## src/rtl/gcd_pkg.sv

```systemverilog
// Shared types, step addresses and the control store for the GCD block.
// Used by gcd_seq and greatest_common_divisor; depends on nothing.
`timescale 1ns / 1ps
`default_nettype none

package gcd_pkg;

  localparam int unsigned VALUE_BITS_DEF = 31;
  localparam int unsigned PC_BITS        = 4;

  typedef logic [PC_BITS-1:0] pc_t;

  // step addresses of the control program
  localparam pc_t STEP_IDLE   = 4'd0;
  localparam pc_t STEP_A_ZERO = 4'd1;
  localparam pc_t STEP_B_ZERO = 4'd2;
  localparam pc_t STEP_TWOS   = 4'd3;
  localparam pc_t STEP_NORM_A = 4'd4;
  localparam pc_t STEP_NORM_B = 4'd5;
  localparam pc_t STEP_SUB    = 4'd6;
  localparam pc_t STEP_TAKE_B = 4'd7;
  localparam pc_t STEP_EMIT   = 4'd8;

  typedef enum logic [2:0] {
    OP_NOP      = 3'd0,
    OP_LOAD     = 3'd1,
    OP_HALVE_AB = 3'd2,
    OP_HALVE_A  = 3'd3,
    OP_HALVE_B  = 3'd4,
    OP_SUB      = 3'd5,
    OP_TAKE_B   = 3'd6,
    OP_EMIT     = 3'd7
  } op_t;

  typedef enum logic [2:0] {
    CND_NEVER         = 3'd0,
    CND_NO_START      = 3'd1,
    CND_A_ZERO        = 3'd2,
    CND_B_ZERO        = 3'd3,
    CND_ANY_ODD       = 3'd4,
    CND_A_ODD         = 3'd5,
    CND_B_ODD_OR_ZERO = 3'd6
  } cond_t;

  // when cond holds: jump to target, no operation; otherwise run op, go to next
  typedef struct packed {
    cond_t cond;
    pc_t   target;
    op_t   op;
    pc_t   next;
  } uword_t;

  typedef struct packed {
    logic start;
    logic a_zero;
    logic b_zero;
    logic a_odd;
    logic b_odd;
  } flags_t;

  typedef struct packed {
    op_t  op;
    logic busy;
  } ctrl_t;

  function automatic uword_t ucode_rom(input pc_t addr);
    uword_t w;
    case (addr)
      STEP_IDLE:   w = '{CND_NO_START,      STEP_IDLE,   OP_LOAD,     STEP_A_ZERO};
      STEP_A_ZERO: w = '{CND_A_ZERO,        STEP_TAKE_B, OP_NOP,      STEP_B_ZERO};
      STEP_B_ZERO: w = '{CND_B_ZERO,        STEP_EMIT,   OP_NOP,      STEP_TWOS};
      STEP_TWOS:   w = '{CND_ANY_ODD,       STEP_NORM_A, OP_HALVE_AB, STEP_TWOS};
      STEP_NORM_A: w = '{CND_A_ODD,         STEP_NORM_B, OP_HALVE_A,  STEP_NORM_A};
      STEP_NORM_B: w = '{CND_B_ODD_OR_ZERO, STEP_SUB,    OP_HALVE_B,  STEP_NORM_B};
      STEP_SUB:    w = '{CND_B_ZERO,        STEP_EMIT,   OP_SUB,      STEP_NORM_B};
      STEP_TAKE_B: w = '{CND_NEVER,         STEP_IDLE,   OP_TAKE_B,   STEP_EMIT};
      STEP_EMIT:   w = '{CND_NEVER,         STEP_IDLE,   OP_EMIT,     STEP_IDLE};
      default:     w = '{CND_NEVER,         STEP_IDLE,   OP_NOP,      STEP_IDLE};
    endcase
    return w;
  endfunction

endpackage

`default_nettype wire

```

## src/rtl/gcd_seq.sv

```systemverilog
// Microcode sequencer for the GCD block: step counter, control store lookup
// and jump evaluation. Depends on gcd_pkg.
`timescale 1ns / 1ps
`default_nettype none

module gcd_seq (
  input  wire logic            clk,
  input  wire logic            rst_n,
  input  gcd_pkg::flags_t      flags,
  output gcd_pkg::ctrl_t       ctrl
);

  gcd_pkg::pc_t    pc_r;
  gcd_pkg::pc_t    pc_nxt;
  gcd_pkg::uword_t word;
  logic            taken;

  always_comb begin
    word = gcd_pkg::ucode_rom(pc_r);
    case (word.cond)
      gcd_pkg::CND_NEVER:         taken = 1'b0;
      gcd_pkg::CND_NO_START:      taken = !flags.start;
      gcd_pkg::CND_A_ZERO:        taken = flags.a_zero;
      gcd_pkg::CND_B_ZERO:        taken = flags.b_zero;
      gcd_pkg::CND_ANY_ODD:       taken = flags.a_odd | flags.b_odd;
      gcd_pkg::CND_A_ODD:         taken = flags.a_odd;
      gcd_pkg::CND_B_ODD_OR_ZERO: taken = flags.b_odd | flags.b_zero;
      default:                    taken = 1'b0;
    endcase
    pc_nxt    = taken ? word.target : word.next;
    ctrl.op   = taken ? gcd_pkg::OP_NOP : word.op;
    ctrl.busy = (pc_r != gcd_pkg::STEP_IDLE);
  end

  always_ff @(posedge clk) begin
    if (!rst_n) begin
      pc_r <= gcd_pkg::STEP_IDLE;
    end else begin
      pc_r <= pc_nxt;
    end
  end

endmodule

`default_nettype wire

```

## src/rtl/greatest_common_divisor.sv

```systemverilog
// Greatest common divisor top level: operand datapath driven by gcd_seq.
// Depends on gcd_pkg and gcd_seq.
`timescale 1ns / 1ps
`default_nettype none

// Usage
//   Input: drive in_first_value and in_second_value with start high; the
//   word is taken at a rising edge where start is high and busy is low.
//   busy stays high while the pair is being worked on.
//   Output: out_divisor_result is valid for exactly one cycle, marked by
//   out_valid. The receiver cannot stall; the result must be taken then.
//   gcd(x, 0) = gcd(0, x) = x and gcd(0, 0) = 0.
// Timing
//   Binary (Stein) GCD run by a microcoded sequencer, one control step per
//   cycle. The time from accept to out_valid depends on the operands: a
//   zero operand takes the shortest path, and otherwise it grows with the
//   halving and subtract steps, since every subtract is followed by a test
//   of b. The subtract/halve loop on the operand registers sets this time.
//   A new word may be accepted in the cycle out_valid is high, so one item
//   is in flight at a time.
// Reset
//   rst_n (synchronous, active low) returns the sequencer to idle and
//   clears out_valid; no clearing pass is needed.
module greatest_common_divisor #(
  parameter int unsigned VALUE_BITS = gcd_pkg::VALUE_BITS_DEF
) (
  input  wire logic                  clk,
  input  wire logic                  rst_n,
  input  wire logic                  start,
  output      logic                  busy,
  input  wire logic [VALUE_BITS-1:0] in_first_value,
  input  wire logic [VALUE_BITS-1:0] in_second_value,
  output      logic                  out_valid,
  output      logic [VALUE_BITS-1:0] out_divisor_result
);

  localparam int unsigned K_BITS = $clog2(VALUE_BITS);

  logic [VALUE_BITS-1:0] a_r;
  logic [VALUE_BITS-1:0] b_r;
  logic [K_BITS-1:0]     k_r;
  logic [VALUE_BITS-1:0] result_r;
  logic                  valid_r;
  logic [VALUE_BITS:0]   diff;
  gcd_pkg::flags_t       flags;
  gcd_pkg::ctrl_t        ctrl;

  assign flags = '{
    start:  start,
    a_zero: (a_r == '0),
    b_zero: (b_r == '0),
    a_odd:  a_r[0],
    b_odd:  b_r[0]
  };

  gcd_seq u_seq (
    .clk   (clk),
    .rst_n (rst_n),
    .flags (flags),
    .ctrl  (ctrl)
  );

  // borrow out of b - a means a > b
  assign diff = {1'b0, b_r} - {1'b0, a_r};

  always_ff @(posedge clk) begin
    case (ctrl.op)
      gcd_pkg::OP_LOAD: begin
        a_r <= in_first_value;
        b_r <= in_second_value;
        k_r <= '0;
      end
      gcd_pkg::OP_HALVE_AB: begin
        a_r <= a_r >> 1;
        b_r <= b_r >> 1;
        k_r <= k_r + K_BITS'(1);
      end
      gcd_pkg::OP_HALVE_A: begin
        a_r <= a_r >> 1;
      end
      gcd_pkg::OP_HALVE_B: begin
        b_r <= b_r >> 1;
      end
      gcd_pkg::OP_SUB: begin
        // keep the smaller in a, the difference in b
        if (diff[VALUE_BITS]) begin
          a_r <= b_r;
          b_r <= a_r - b_r;
        end else begin
          b_r <= diff[VALUE_BITS-1:0];
        end
      end
      gcd_pkg::OP_TAKE_B: begin
        a_r <= b_r;
      end
      gcd_pkg::OP_EMIT: begin
        result_r <= a_r << k_r;
      end
      default: begin
      end
    endcase
  end

  always_ff @(posedge clk) begin
    if (!rst_n) begin
      valid_r <= 1'b0;
    end else begin
      valid_r <= (ctrl.op == gcd_pkg::OP_EMIT);
    end
  end

  assign busy               = ctrl.busy;
  assign out_valid          = valid_r;
  assign out_divisor_result = result_r;

endmodule

`default_nettype wire
```

## config.mk

```make
export PLATFORM = sky130hd
export DESIGN_NAME = greatest_common_divisor
export DESIGN_NICKNAME = d
export VERILOG_FILES = /design/src/rtl/gcd_pkg.sv /design/src/rtl/gcd_seq.sv /design/src/rtl/greatest_common_divisor.sv
export SDC_FILE = /design/constraint.sdc
export NUM_CORES = 1
export LEC_CHECK = 0
export ABC_CLOCK_PERIOD_IN_PS = 8100
export BUFFER_PORTS_ARGS = -buffer_cell sky130_fd_sc_hd__buf_2
export CAP_MARGIN = 5
export CORE_ASPECT_RATIO = 0.75
export CORE_MARGIN = 5
export CORE_UTILIZATION = 45
export CTS_CLUSTER_DIAMETER = 120
export CTS_CLUSTER_SIZE = 25
export DETAILED_ROUTE_END_ITERATION = 16
export PLACE_DENSITY = 0.7
export SLEW_MARGIN = 20
export SYNTH_ARGS = -nofsm -noshare
export SYNTH_HDL_FRONTEND = slang
export SYNTH_SLANG_ARGS = --single-unit
```

## constraint.sdc

```tcl
create_clock -name clk -period 8.1 [get_ports clk]
set_input_delay 0.81 -clock clk [delete_from_list [all_inputs] [get_ports clk]]
set_output_delay 0.81 -clock clk [all_outputs]
set_load 0.01 [all_outputs]
```

==> impl_metrics.prom <==
# TYPE chip_impl_metric gauge
chip_impl_metric{name="fin_crit_sh",unit=""} 0.565
chip_impl_metric{name="core_area",unit="sq mm"} 0.0221
chip_impl_info{name="synth_commonest_cells",value="sky130_fd_sc_hd__inv_1, sky130_fd_sc_hd__edfxtp_1, sky130_fd_sc_hd__nand2_1, sky130_fd_sc_hd__a21oi_1, sky130_fd_sc_hd__nor2_1"} 1
chip_impl_metric{name="min_period",unit="ns"} 4.58
chip_impl_info{name="tritoncts",value="yes"} 1
chip_impl_metric{name="synth_largest_type_area_fraction",unit=""} 0.293
chip_impl_metric{name="cell_count_after_synthesis",unit=""} 1142
chip_impl_metric{name="synth-compound-area-share",unit=""} 0.249
chip_impl_metric{name="cts_resized",unit=""} 0
chip_impl_metric{name="levels_on_crit_path",unit=""} 10
chip_impl_metric{name="asyncSetResetFlopFracSynth",unit=""} 0
chip_impl_info{name="timing.critical_path.cells",value="inv_1 > ha_1 > a21oi_1 > o21ai_1 > o311ai_4 > nand3_2 > o21ai_0 > mux2i_1 > nor2b_2 > buf_4"} 1
chip_impl_metric{name="drive_above_1_share",unit=""} 0.157
chip_impl_metric{name="grt_max_degree",unit=""} 49
chip_impl_metric{name="actual_transition_at_the_worst_max_transition_pin",unit="ns"} 0.980
chip_impl_metric{name="mappedNetlistNets",unit=""} 1278
chip_impl_metric{name="yosysWarnings",unit=""} 0
chip_impl_info{name="min-delay-start",value="u_seq.word[7]"} 1
chip_impl_metric{name="place.port_buffers",unit=""} 97
chip_impl_metric{name="cts.hold.buffers_added",unit=""} 0
chip_impl_metric{name="postSynthRegisterBits",unit=""} 117
chip_impl_metric{name="max_clock_freq",unit="MHz"} 218
chip_impl_metric{name="detail_route.vias_per_cell",unit=""} 6.34
chip_impl_metric{name="worstPathArrival",unit="ns"} 4.69
chip_impl_metric{name="path_clk_slew",unit="ns"} 0.06
chip_impl_metric{name="grt_pass1_vias",unit=""} 8829
chip_impl_metric{name="tritoncts_num_sinks",unit=""} 117
chip_impl_metric{name="gr-usage-met1",unit=""} 0.400
chip_impl_metric{name="gp_congestion",unit=""} 0.988
chip_impl_info{name="top_usage_layer",value="met1"} 1
chip_impl_metric{name="gr-usage-met2",unit=""} 0.365
chip_impl_metric{name="number_of_routed_nets_with_antenna_violations",unit=""} 0
chip_impl_info{name="launching_element_type_of_the_critical_path",value="flop"} 1
chip_impl_info{name="synth_top_area_cell",value="sky130_fd_sc_hd__edfxtp_1"} 1
chip_impl_metric{name="drt_pass1_iterations",unit=""} 8
chip_impl_metric{name="detail_route.drc_violations",unit=""} 0
chip_impl_metric{name="synthXorXnorAreaFrac",unit=""} 0.0235
chip_impl_metric{name="met3_usage",unit=""} 0.0725
chip_impl_metric{name="grt_pass1_wl",unit="mm"} 52.7
chip_impl_metric{name="num_vias",unit=""} 9510
chip_impl_metric{name="critical-path-max-stage-delay",unit="ns"} 0.72
chip_impl_metric{name="synth_adder_area_share",unit=""} 0.0899
chip_impl_metric{name="post_route_worst_hold_slack",unit="ns"} 0.516
chip_impl_metric{name="ioPinCount",unit=""} 98
chip_impl_info{name="critical_path.slowest_cell",value="sky130_fd_sc_hd__nor2b_2"} 1
chip_impl_info{name="r2r-end",value="a_r[8]"} 1
chip_impl_metric{name="seq_area_frac_synth",unit=""} 0.331
chip_impl_metric{name="timing.max_cap.violations",unit=""} 0
chip_impl_metric{name="postLayoutCoreUtil",unit=""} 0.509
chip_impl_metric{name="max-clock-path-buffers",unit=""} 2
chip_impl_info{name="critPathCaptureType",value="flop"} 1
chip_impl_metric{name="synth_simple_gate_area_frac",unit=""} 0.143
chip_impl_info{name="post-synth-top-count-cell",value="sky130_fd_sc_hd__inv_1"} 1
chip_impl_info{name="status",value="completed"} 1
chip_impl_info{name="synth_top_cells_by_area",value="sky130_fd_sc_hd__edfxtp_1, sky130_fd_sc_hd__ha_1, sky130_fd_sc_hd__mux2i_1"} 1
chip_impl_metric{name="initial_antenna_violation_count",unit=""} 0
chip_impl_metric{name="starting_density",unit=""} 0.456
chip_impl_metric{name="rows",unit=""} 47
chip_impl_info{name="rsz0062_at_grt",value="no"} 1
chip_impl_metric{name="area_of_the_die",unit="sq mm"} 0.0255
chip_impl_info{name="timing.hold.worst.class",value="reg2reg"} 1
chip_impl_metric{name="worstRegToRegCells",unit=""} 10
chip_impl_info{name="worstSetupPathType",value="reg2reg"} 1
chip_impl_metric{name="synth.mux.area_fraction",unit=""} 0.0828
chip_impl_metric{name="setup.reg_to_reg.worst_slack",unit="ns"} 3.52
chip_impl_metric{name="cp_data_required_time",unit="ns"} 8.21
chip_impl_metric{name="grtUsageTotal",unit=""} 0.265
chip_impl_metric{name="syn_area",unit="sq mm"} 0.0101
chip_impl_metric{name="yosys.cell_types.count",unit=""} 82
chip_impl_metric{name="detail_route.wirelength",unit="mm"} 34.2
chip_impl_metric{name="globalRoute.totalOverflow",unit=""} 0
chip_impl_metric{name="timing.final.hold_violations",unit=""} 0
chip_impl_metric{name="post_synth.cell_area_avg",unit="sq um"} 8.80
chip_impl_metric{name="critical_path.max_fanout",unit=""} 20
chip_impl_metric{name="number_of_buffers_created_by_cts",unit=""} 17
chip_impl_metric{name="timing_max_transition_violations_final",unit=""} 0
chip_impl_metric{name="cts_post_setup_buffers_inserted",unit=""} 0
chip_impl_metric{name="die_height",unit="microns"} 139
chip_impl_metric{name="insertion_delay",unit="ns"} 0.44
chip_impl_info{name="synth_top_family_by_area",value="compound AO/OA/AOI/OAI gates"} 1
chip_impl_metric{name="avgRoutedWirePerCell",unit="microns"} 22.8
chip_impl_info{name="yosys_most_used_dff",value="sky130_fd_sc_hd__edfxtp_1"} 1
chip_impl_metric{name="flow.area_growth_from_synthesis",unit="%"} 11.6
chip_impl_metric{name="cp.buffers_inverters",unit=""} 2
chip_impl_info{name="worst_hold_path.endpoint",value="u_seq.pc_r[0]"} 1
chip_impl_info{name="clockRootBuffer",value="sky130_fd_sc_hd__clkbuf_16"} 1
chip_impl_metric{name="antenna-diode-count",unit=""} 0
chip_impl_metric{name="whs_path_depth",unit=""} 2
chip_impl_info{name="reg2reg_from",value="a_r[14]"} 1
chip_impl_metric{name="max_slew_margin",unit=""} 0.345
chip_impl_metric{name="post-dp-hpwl",unit="mm"} 25.2
chip_impl_metric{name="total_number_of_nets_in_the_final_design",unit=""} 1330
chip_impl_metric{name="fin_skew",unit="ns"} 0.0127
chip_impl_metric{name="drt_iter0_drc",unit=""} 1307
chip_impl_metric{name="count_of_flip_flops_with_a_built_in_enable_after_synthesis",unit=""} 98
chip_impl_metric{name="cts_htree_levels",unit=""} 4
chip_impl_metric{name="setup_violations_final",unit=""} 0
chip_impl_metric{name="setup_tns",unit="ns"} 0
chip_impl_metric{name="die_w",unit="microns"} 183
chip_impl_info{name="worst_path_dominant_cell_family",value="compound AO/OA/AOI/OAI gates"} 1
-- tightest hold or removal path, delay by kind of cell (launching register included) --
kind	cells	cell delay, ns
flops	1	0.30
simple gates	1	0.11
mux	1	0.07
-- state kept, by name (all words and copies together) (netlist names) --
name                count
u_seq.word             14
k_r                     5
b_r                    31
out_divisor_result     31
a_r                    31
out_valid               1
u_seq.pc_r              4
-- per-stage QoR --
stage                     setup slack (ns)  area (sq um)  std cells
after CTS                             3.60         11200       1501
after global routing                  3.30         11200       1501
after detailed placement              3.61         10700       1469
after global placement                3.79         10700       1469
final                                 3.52         11200       1501
after floorplan                       3.90         10100       1142
-- placed cells by master, fill, tap and decap left out, drive strengths merged, types with 8 or more instances in the layout --
cell type and instances:
inv 125, buf 110, edfxtp 98, nand2 96, a21oi 83, o21ai 82, nor2 78, ha 69
mux2i 52, a21o 31, a222oi 30, a22oi 30, nand4 22, nor4 21, clkbuf 21, dfxtp 19
xnor2 16, nor2b 15, nand3 15, o22ai 13, o211ai 12, xor2 11, o21bai 11, nor3 11
mux2 11, nand2b 9, o21a 8, mux4 8, or3 8, a31oi 8, a211oi 8
-- layout make-up --
cell class / count / area (sq um)
flip-flops and latches: 117 / 3320
multi-input cells: 830 / 5950
clock inverters: 11 / 67.6
well taps: 294 / 368
clock buffers: 21 / 482
repair buffers: 110 / 583
inverters: 118 / 443
fillers: 2081 / 10800
-- cell families (layout without fill, tap and decap cells) --
| logic type | count (synthesis) | count (layout) |
|---|---|---|
| AO/OA/AOI/OAI | 366 | 366 |
| adder cells (fa/ha/maj) | 71 | 71 |
| multiplexers | 71 | 71 |
| flip-flops | 117 | 117 |
| AND/OR/NAND/NOR | 295 | 295 |
| buffers and inverters | 195 | 260 |
| XOR/XNOR | 27 | 27 |
-- per-layer routing --
metal,part of all wire,up-vias
met4,0.023,0
met1,0.46,4548
met2,0.41,565
met5,0,-
met3,0.11,51
li1,-,4346
-- how the worst max path moves through the flow --
| stage | slack [ns] | start | to |
|---|---|---|---|
| after floorplan | 3.90 | a_r[6] | a_r[0] |
| after global placement | 3.79 | a_r[5] | a_r[14] |
| after detailed placement | 3.61 | a_r[14] | a_r[13] |
| after CTS | 3.60 | a_r[14] | a_r[8] |
| after global routing | 3.30 | a_r[14] | a_r[8] |
| final | 3.52 | a_r[14] | a_r[8] |
Power is left out: the tool's default activity adds up to more than one toggle a clock period on the data nets, which glitch-free logic cannot reach.
